==> src/design/mwed_pkg.sv <==
// Shared types and constants for the multibit watermark embed/detect core.
// Depends on nothing; every module of the core imports it.
package mwed_pkg;

   localparam int NUM_PATTERNS      = 8;
   localparam int PATTERN_FRAC_BITS = 8;
   localparam int ACC_WIDTH         = 40;
   localparam int GAIN_FRAC_BITS    = 8;

   localparam int PIXEL_WIDTH   = 8;
   localparam int PATTERN_WIDTH = 12;
   localparam int GAIN_WIDTH    = 10;
   localparam int MSG_WIDTH     = 8;

   localparam logic [GAIN_WIDTH-1:0] GAIN_RESET  = GAIN_WIDTH'(724);
   localparam logic [PIXEL_WIDTH-1:0] PIXEL_MAX  = PIXEL_WIDTH'(255);

   // Arithmetic widths
   localparam int TERM_WIDTH  = PATTERN_WIDTH + 1;
   localparam int SUM_WIDTH   = TERM_WIDTH + $clog2(NUM_PATTERNS + 1);
   localparam int PROD_WIDTH  = PIXEL_WIDTH + PATTERN_WIDTH;
   localparam int MULT_WIDTH  = GAIN_WIDTH + SUM_WIDTH + 1;
   localparam int ALIGN_SHIFT = PATTERN_FRAC_BITS + GAIN_FRAC_BITS;
   localparam int ALIGN_WIDTH = PIXEL_WIDTH + ALIGN_SHIFT;
   localparam int TOTAL_WIDTH = ((ALIGN_WIDTH > MULT_WIDTH) ? ALIGN_WIDTH : MULT_WIDTH) + 1;

   // Configuration port
   localparam int CSR_DATA_WIDTH = 32;
   localparam int CSR_ADDR_WIDTH = 3;

   typedef enum logic {
      REG_GAIN    = 1'b0,
      REG_MESSAGE = 1'b1
   } reg_index_type;

   typedef logic signed [PATTERN_WIDTH-1:0] sample_type;
   typedef logic signed [TERM_WIDTH-1:0]    term_type;

   typedef struct packed {
      logic                   op;
      logic [PIXEL_WIDTH-1:0] pixel;
      sample_type             pattern_0;
      sample_type             pattern_1;
      sample_type             pattern_2;
      sample_type             pattern_3;
      sample_type             pattern_4;
      sample_type             pattern_5;
      sample_type             pattern_6;
      sample_type             pattern_7;
      logic                   last;
   } req_type;

   typedef struct packed {
      logic [PIXEL_WIDTH-1:0] pixel_out;
      logic [MSG_WIDTH-1:0]   detected_message;
      logic                   is_detect;
   } rsp_type;

   // Pipeline control that travels alongside each item
   typedef struct packed {
      logic valid;
      logic op;
      logic last;
   } ctl_type;

   localparam logic OP_EMBED  = 1'b0;
   localparam logic OP_DETECT = 1'b1;

endpackage

==> src/design/mwed_lane.sv <==
// One pattern lane: signed embed term and correlation accumulator.
// Depends on mwed_pkg.
module mwed_lane
   import mwed_pkg::*;
(
   input  logic                   clock,
   input  logic                   reset,
   input  logic [PIXEL_WIDTH-1:0] pixel,
   input  sample_type             sample,
   input  logic                   msg_bit,
   input  ctl_type                ctl1,
   output term_type               term,
   output logic                   decision
);

   logic signed [PIXEL_WIDTH+PATTERN_WIDTH:0] prod_full;
   term_type                        term_in, term_ff;
   logic signed [PROD_WIDTH-1:0]    prod_in, prod_ff;
   logic signed [ACC_WIDTH-1:0]     acc_sum, acc_in, acc_ff;
   logic                            decision_in, decision_ff;

   always_comb begin
      term_in   = msg_bit ? TERM_WIDTH'(sample) : -TERM_WIDTH'(sample);
      prod_full = $signed({1'b0, pixel}) * sample;
      prod_in   = $signed(prod_full[PROD_WIDTH-1:0]);
      acc_sum   = acc_ff + ACC_WIDTH'(prod_ff);
      // strictly positive correlation decodes a one
      decision_in = (acc_sum != '0) && !acc_sum[ACC_WIDTH-1];
      acc_in    = acc_ff;
      if (ctl1.valid && (ctl1.op == OP_DETECT)) begin
         acc_in = ctl1.last ? '0 : acc_sum;
      end
   end

   always_ff @(posedge clock) begin
      term_ff     <= term_in;
      prod_ff     <= prod_in;
      decision_ff <= decision_in;
      if (reset) begin
         acc_ff <= '0;
      end else begin
         acc_ff <= acc_in;
      end
   end

   assign term     = term_ff;
   assign decision = decision_ff;

endmodule

==> src/design/mwed_merge.sv <==
// Merge stage: sums lane terms, scales by gain, clamps the pixel; packs lane decisions.
// Depends on mwed_pkg.
module mwed_merge
   import mwed_pkg::*;
(
   input  logic                   clock,
   input  term_type               terms [NUM_PATTERNS],
   input  logic [NUM_PATTERNS-1:0] decisions,
   input  logic [PIXEL_WIDTH-1:0] pixel1,
   input  logic [GAIN_WIDTH-1:0]  gain,
   output logic [PIXEL_WIDTH-1:0] pixel_out,
   output logic [MSG_WIDTH-1:0]   message
);

   localparam int QWIDTH = TOTAL_WIDTH - ALIGN_SHIFT;

   logic signed [SUM_WIDTH-1:0]   sum_in, sum_ff;
   logic signed [MULT_WIDTH-1:0]  mult_in, mult_ff;
   logic [PIXEL_WIDTH-1:0]        pixel2_ff, pixel3_ff;
   logic [MSG_WIDTH-1:0]          message_in, message_ff;
   logic [ALIGN_WIDTH-1:0]        aligned;
   logic signed [TOTAL_WIDTH-1:0] total;
   logic [QWIDTH-1:0]             quot;

   always_comb begin
      sum_in = '0;
      for (int k = 0; k < NUM_PATTERNS; k++) begin
         sum_in = sum_in + SUM_WIDTH'(terms[k]);
      end
      mult_in = $signed({1'b0, gain}) * sum_ff;
      message_in = '0;
      for (int k = 0; k < NUM_PATTERNS; k++) begin
         message_in[NUM_PATTERNS-1-k] = decisions[k];
      end
   end

   always_ff @(posedge clock) begin
      sum_ff     <= sum_in;
      pixel2_ff  <= pixel1;
      mult_ff    <= mult_in;
      pixel3_ff  <= pixel2_ff;
      message_ff <= message_in;
   end

   // Truncate toward zero: negative totals floor to 0, large ones clamp high
   always_comb begin
      aligned = {pixel3_ff, {ALIGN_SHIFT{1'b0}}};
      total   = TOTAL_WIDTH'($signed({1'b0, aligned})) + TOTAL_WIDTH'(mult_ff);
      quot    = total[TOTAL_WIDTH-1:ALIGN_SHIFT];
      if (total[TOTAL_WIDTH-1]) begin
         pixel_out = '0;
      end else if (|quot[QWIDTH-1:PIXEL_WIDTH]) begin
         pixel_out = PIXEL_MAX;
      end else begin
         pixel_out = quot[PIXEL_WIDTH-1:0];
      end
   end

   assign message = message_ff;

endmodule

==> src/design/multibit_watermark_embed_detect_core.sv <==
// Multibit spread-spectrum watermark core: embeds a message into pixels, or detects it.
// An item's result is pushed to the result queue from ctl3, after ctl1 and ctl2.
// Throughput: one item per cycle unless stalled; eight pattern lanes work in parallel.
// req_stall rises only while the eight-entry result queue holds five or more items.
// Sync active-high reset clears accumulators, queue, control and message; gain to 724.
// Depends on mwed_pkg, mwed_lane, mwed_merge.
module multibit_watermark_embed_detect_core
   import mwed_pkg::*;
(
   input  logic                      clock,
   input  logic                      reset,
   // input item channel
   input  logic                      req_valid,
   output logic                      req_stall,
   input  req_type                   req_data,
   // result item channel
   output logic                      rsp_valid,
   input  logic                      rsp_stall,
   output rsp_type                   rsp_data,
   // configuration port
   input  logic                      csr_psel,
   input  logic                      csr_penable,
   input  logic                      csr_pwrite,
   input  logic [CSR_ADDR_WIDTH-1:0] csr_paddr,
   input  logic [CSR_DATA_WIDTH-1:0] csr_pwdata,
   output logic [CSR_DATA_WIDTH-1:0] csr_prdata,
   output logic                      csr_pready
);

   localparam int PIPE_STAGES = 3;
   localparam int FIFO_DEPTH  = 8;
   localparam int PTR_WIDTH   = $clog2(FIFO_DEPTH);
   localparam int CNT_WIDTH   = $clog2(FIFO_DEPTH + 1);
   localparam logic [CNT_WIDTH-1:0] STALL_LEVEL = CNT_WIDTH'(FIFO_DEPTH - PIPE_STAGES);

   //------------------------------------------------------------------
   // Configuration registers
   //------------------------------------------------------------------
   logic [GAIN_WIDTH-1:0] gain_ff, gain_in;
   logic [MSG_WIDTH-1:0]  message_ff, message_in;
   logic                  csr_write;
   reg_index_type         csr_index;

   assign csr_write  = csr_psel && csr_penable && csr_pwrite;
   assign csr_index  = reg_index_type'(csr_paddr[2]);
   assign csr_pready = 1'b1;

   always_comb begin
      gain_in    = gain_ff;
      message_in = message_ff;
      csr_prdata = '0;
      unique case (csr_index)
         REG_GAIN: begin
            csr_prdata = CSR_DATA_WIDTH'(gain_ff);
            if (csr_write) begin
               gain_in = csr_pwdata[GAIN_WIDTH-1:0];
            end
         end
         REG_MESSAGE: begin
            csr_prdata = CSR_DATA_WIDTH'(message_ff);
            if (csr_write) begin
               message_in = csr_pwdata[MSG_WIDTH-1:0];
            end
         end
         default: begin
            csr_prdata = '0;
         end
      endcase
   end

   always_ff @(posedge clock) begin
      if (reset) begin
         gain_ff    <= GAIN_RESET;
         message_ff <= '0;
      end else begin
         gain_ff    <= gain_in;
         message_ff <= message_in;
      end
   end

   //------------------------------------------------------------------
   // Input acceptance and control pipeline
   //------------------------------------------------------------------
   logic                   req_accept;
   ctl_type                ctl0, ctl1_ff, ctl2_ff, ctl3_ff;
   logic [PIXEL_WIDTH-1:0] pixel1_ff;
   logic [CNT_WIDTH-1:0]   count_ff, count_in;

   // Stall on queue level alone; at most three items ahead still need a slot
   assign req_stall  = (count_ff >= STALL_LEVEL);
   assign req_accept = req_valid && !req_stall;

   assign ctl0.valid = req_accept;
   assign ctl0.op    = req_data.op;
   assign ctl0.last  = req_data.last;

   always_ff @(posedge clock) begin
      pixel1_ff <= req_data.pixel;
      if (reset) begin
         ctl1_ff <= '0;
         ctl2_ff <= '0;
         ctl3_ff <= '0;
      end else begin
         ctl1_ff <= ctl0;
         ctl2_ff <= ctl1_ff;
         ctl3_ff <= ctl2_ff;
      end
   end

   //------------------------------------------------------------------
   // Pattern lanes: one per reference pattern
   //------------------------------------------------------------------
   sample_type              samples   [8];
   term_type                terms     [NUM_PATTERNS];
   logic [NUM_PATTERNS-1:0] decisions;

   assign samples[0] = req_data.pattern_0;
   assign samples[1] = req_data.pattern_1;
   assign samples[2] = req_data.pattern_2;
   assign samples[3] = req_data.pattern_3;
   assign samples[4] = req_data.pattern_4;
   assign samples[5] = req_data.pattern_5;
   assign samples[6] = req_data.pattern_6;
   assign samples[7] = req_data.pattern_7;

   for (genvar k = 0; k < NUM_PATTERNS; k++) begin : g_lane
      mwed_lane u_lane (
         .clock    (clock),
         .reset    (reset),
         .pixel    (req_data.pixel),
         .sample   (samples[k]),
         .msg_bit  (message_ff[NUM_PATTERNS-1-k]),
         .ctl1     (ctl1_ff),
         .term     (terms[k]),
         .decision (decisions[k])
      );
   end

   //------------------------------------------------------------------
   // Merge: embed arithmetic and message assembly
   //------------------------------------------------------------------
   logic [PIXEL_WIDTH-1:0] merged_pixel;
   logic [MSG_WIDTH-1:0]   merged_message;

   mwed_merge u_merge (
      .clock     (clock),
      .terms     (terms),
      .decisions (decisions),
      .pixel1    (pixel1_ff),
      .gain      (gain_ff),
      .pixel_out (merged_pixel),
      .message   (merged_message)
   );

   //------------------------------------------------------------------
   // Result queue: decouples the pipeline from result backpressure
   //------------------------------------------------------------------
   rsp_type                fifo_mem_ff [FIFO_DEPTH];
   logic [PTR_WIDTH-1:0]   wr_ptr_ff, wr_ptr_in, rd_ptr_ff, rd_ptr_in;
   logic                   push, pop;
   rsp_type                push_data;

   // Embed items always produce a result; detect items only on last
   assign push = ctl3_ff.valid && ((ctl3_ff.op == OP_EMBED) || ctl3_ff.last);
   assign pop  = rsp_valid && !rsp_stall;

   always_comb begin
      push_data.is_detect        = ctl3_ff.op;
      push_data.pixel_out        = (ctl3_ff.op == OP_EMBED) ? merged_pixel : '0;
      push_data.detected_message = (ctl3_ff.op == OP_DETECT) ? merged_message : '0;
      wr_ptr_in = push ? wr_ptr_ff + PTR_WIDTH'(1) : wr_ptr_ff;
      rd_ptr_in = pop ? rd_ptr_ff + PTR_WIDTH'(1) : rd_ptr_ff;
      count_in  = count_ff + CNT_WIDTH'(push) - CNT_WIDTH'(pop);
   end

   always_ff @(posedge clock) begin
      if (push) begin
         fifo_mem_ff[wr_ptr_ff] <= push_data;
      end
      if (reset) begin
         wr_ptr_ff <= '0;
         rd_ptr_ff <= '0;
         count_ff  <= '0;
      end else begin
         wr_ptr_ff <= wr_ptr_in;
         rd_ptr_ff <= rd_ptr_in;
         count_ff  <= count_in;
      end
   end

   assign rsp_valid = (count_ff != '0);
   assign rsp_data  = fifo_mem_ff[rd_ptr_ff];

   //------------------------------------------------------------------
   // Assertions
   //------------------------------------------------------------------
   a_queue_bound: assert property (@(posedge clock) disable iff (reset)
      count_ff <= CNT_WIDTH'(FIFO_DEPTH))
      else $error("result queue level above depth");

   a_no_overflow: assert property (@(posedge clock) disable iff (reset)
      push |-> (count_ff < CNT_WIDTH'(FIFO_DEPTH)) || pop)
      else $error("result pushed into a full queue");

   a_embed_result: assert property (@(posedge clock) disable iff (reset)
      (req_accept && (req_data.op == OP_EMBED)) |-> ##3 push)
      else $error("embed item produced no result");

   a_detect_silent: assert property (@(posedge clock) disable iff (reset)
      (req_accept && (req_data.op == OP_DETECT) && !req_data.last) |-> ##3 !push)
      else $error("detect item without last produced a result");

endmodule
==> config.mk <==
export PLATFORM = sky130hd
export DESIGN_NAME = multibit_watermark_embed_detect_core
export DESIGN_NICKNAME = d
export VERILOG_FILES = /design/src/design/mwed_pkg.sv /design/src/design/mwed_lane.sv /design/src/design/mwed_merge.sv /design/src/design/multibit_watermark_embed_detect_core.sv
export SDC_FILE = /design/constraint.sdc
export NUM_CORES = 2
export LEC_CHECK = 0
export ABC_AREA = 1
export BUFFER_PORTS_ARGS = -buffer_cell sky130_fd_sc_hd__clkbuf_2
export CAP_MARGIN = 20
export CORE_MARGIN = 5
export CORE_UTILIZATION = 60
export DETAILED_ROUTE_END_ITERATION = 16
export MAX_ROUTING_LAYER = met4
export PLACE_DENSITY = 0.8
export SYNTH_ARGS = -nofsm -noshare
export SYNTH_HDL_FRONTEND = slang
export SYNTH_SLANG_ARGS = --single-unit
==> constraint.sdc <==
create_clock -name clock -period 16.7 [get_ports clock]
set_input_delay 3.34 -clock clock [delete_from_list [all_inputs] [get_ports clock]]
set_output_delay 3.34 -clock clock [all_outputs]
set_load 0.02 [all_outputs]
==> summary.md <==
| Metric | Value |
|---|---|
| Clock Sinks | 829 |
| Hold Slack | 297 ps |
| Port Buffers | 152 |
| Setup TNS | 0 ps |
| DR iter-0 viols | 6201 |
| Fin crit share | 0.485 |
| Skew final | 58.0 ps |
| Placer Congestion | 1.00 |
| CTS tree | done |
| Hold path start | pixel1_ff[7]$_DFF_P_ |
| CP max FO | 65 |
| Outcome | complete, no violations |
| CTS resizes | 0 |
| EDFF count, synth | 136 |
| Largest net degree at the start of global routing | 152 |
| Layout cells sized above 1 | 0.0360 |
| Num rows | 142 |
| Max_cap viols | 0 |
| CP top delay family | adder cells |
| Final wirelength | 251000 um |
| Worst path bufs/invs | 3 |
| Boundary Pins | 200 |
| GRT overflow | 0 |
| Max H-tree Level | 3 |
| Arr. time, crit path | 8730 ps |
| Most frequent cells in the layout | nand2_1, inv_1, nor2_1 |
| First-pass GRT wire length | 404000 um |
| Placed cell areas | 0.0930 mm2 |
| Most common cell after layout, fill and taps aside | nand2_1 |
| DIE WIDTH | 399 um |
| Synthesized instance count | 13500 |
| CTS hold repair buffers | 0 |
| Critical Path RT | 17330 ps |
| CP cell instances | buf_4 > buf_4 > nand2_1 > fa_1 > inv_1 > fa_1 > fa_1 > fa_1 > ha_1 > a21o_1 > a21oi_1 > o21ai_2 > a21boi_1 > o21ai_0 > nand2_1 > nand2_1 > xor2_1 |
| Detailed-route DRC error count | 0 |
| Final setup vio count | 0 |
| Critical path type | in -> reg |
| Commonest register cell after synthesis | dfxtp_1 |
| Clock root cell | clkbuf_16 |
| Postcts setup bufs | 0 |
| Pre-Repair DR Iteration Count | 7 |
| Hold Crit Class | reg -> reg |
| Ys Warns | 0 |
| Slowest library cell on the worst path | buf_4 |
| Vias in the first global route | 81500 |
| CTS buffer count | 101 |
| RSZ-0062 raised after global routing | false |
| Mapped Area | 0.0908 mm2 |
| Peak supply drop | 0.468 mV |
| Initial core utilization | 0.605 |
| FF-to-FF setup slack | 11210 ps |
| WL/cell | 16.1 um |
| CTS clk-pin slew, worst paths | 70 ps |
| Final hold vios | 0 |
| Fin. max-slew vios | 0 |
| Area grow syn2layout | 6.40% |
| Gr usage total | 0.321 |
| Final worst path period need | 8090 ps |
| WP depth | 17 |
| Die area | 0.159 mm2 |
| CP Launch Type | primary input |
| Sequential fraction of the synthesis area | 0.198 |
| CP peak stage delay | 780 ps |
| Reg-to-Reg Start | gain_ff[2]$_SDFFE_PP1P_ |
| DR vias/cell | 5.24 |
| Synth Register Bits | 829 |
| Clock Latency Late Sink | 780 ps |
| Core ar. | 0.150 mm2 |
| Mean Syn Cell Area | 6.74 um2 |
| Final Instance Area | 0.0967 mm2 |
| Crit path from | req_data[97] |
| Initial antenna violation count | 36 |
| Rel. slew slack | 0.231 |
| DR vias | 81400 |
| Static leakage | 55.6 nW |
| Reg2reg path depth | 17 |
| Hold Path Stages | 0 |
| R2r endpoint | u_merge.mult_ff[27]$_DFF_P_ |
| Final ANT Viol Nets | 0 |
| Layout net count | 15100 |
| Slew @ Worst Pin | 1150 ps |
| Post-synth ARST share | 0 |
| Clk buf depth | 3 |
| Power Dens Cells | 199 mW/mm2 |
| Hpwl dp | 196000 um |
| Distinct cells, synth | 56 |
| Critical path endpoint category | register |
| Peak Freq | 124 MHz |
| Most frequent CP cell | fa_1 |
| Worst Hold End | u_merge.pixel2_ff[7]$_DFF_P_ |
| Die Span Y | 399 um |
==> Yosys cell counts, types with 136 or more instances <==
cell / number / area (um2)
edfxtp_1: 136 / 4080
nor2_1: 869 / 3260
a21oi_1: 681 / 3410
nand2_1: 4458 / 16700
ha_1: 736 / 9210
dfxtp_1: 693 / 13900
inv_1: 3117 / 11700
xnor2_1: 150 / 1310
o21ai_0: 197 / 986
clkbuf_1: 307 / 1150
nand3_1: 444 / 2220
xor2_1: 235 / 2060
fa_1: 842 / 16900
==> report_power, final <==
group | switching [mW] | internal (mW) | total, mW
clock | 0.999 | 1.36 | 2.35
combinational | 8.66 | 5.32 | 14.0
sequential | 0.314 | 2.55 | 2.86
==> metrics by stage <==
stage                     total power, mW  setup WS (ps)  utilization  std cells
after floorplan                      13.7           9000            -      13500
after global placement               16.3           8020        0.619      15300
after detailed placement             16.7           7960        0.619      15300
after CTS                            19.2           8720        0.643      15500
after global routing                 21.5           8380        0.644      15500
final                                19.2           8610        0.644      15500
==> cells by family after synthesis <==
kind of cell | Yosys count | share of synthesized area
other | 2 | 0.0000827
buffers and inverters | 3513 | 0.146
AOI/OAI and AO/OA | 1067 | 0.0632
and+or+nand+nor | 6098 | 0.269
DFF | 829 | 0.198
xor gates and xnor gates | 385 | 0.0371
adders and majority gates | 1578 | 0.287
==> how the worst max path moves through the flow <==
| stage | to | slack (ps) |
|---|---|---|
| after global placement | g_lane[6].u_lane.prod_ff[19]$_DFF_P_ | 8020 |
| after global routing | g_lane[1].u_lane.prod_ff[18]$_DFF_P_ | 8380 |
| after CTS | csr_prdata[4] | 8720 |
| after floorplan | g_lane[6].u_lane.prod_ff[17]$_DFF_P_ | 9000 |
| after detailed placement | g_lane[6].u_lane.prod_ff[17]$_DFF_P_ | 7960 |
| final | g_lane[6].u_lane.prod_ff[17]$_DFF_P_ | 8610 |
==> sequential cells by signal, indices dropped and copies added (netlist names), 4 cells and up, named ones only <==
signal / flops
count_ff: 4
g_lane.u_lane.prod_ff: 160
gain_ff: 10
g_lane.u_lane.term: 104
fifo_mem_ff: 136
g_lane.u_lane.acc_ff: 320
u_merge.pixel2_ff: 8
pixel1_ff: 8
u_merge.mult_ff: 12
u_merge.message: 8
u_merge.pixel3_ff: 8
g_lane.u_lane.decision: 8
u_merge.sum_ff: 17
message_ff: 8
==> layout make-up <==
| type | count | area, um2 |
|---|---|---|
| Multi-Input combinational cell | 9151 | 59700 |
| Timing Repair Buffer | 187 | 1110 |
| Sequential cell | 829 | 18000 |
| Antenna cell | 36 | 90.1 |
| Clock buffer | 130 | 2750 |
| Tap cell | 2016 | 2520 |
| Inverter | 3129 | 11700 |
| Fill cell | 13400 | 53500 |
| Clock inverter | 59 | 800 |
==> metal layers <==
metal  part of all wire  up-vias  global-route usage
li1                   -    40000                   -
met1               0.41    38100               0.402
met2               0.47     2778               0.537
met3              0.078      588              0.0476
met4              0.034        0               0.109
met5                  0        -                   -
(Power assumes the default switching activity.)
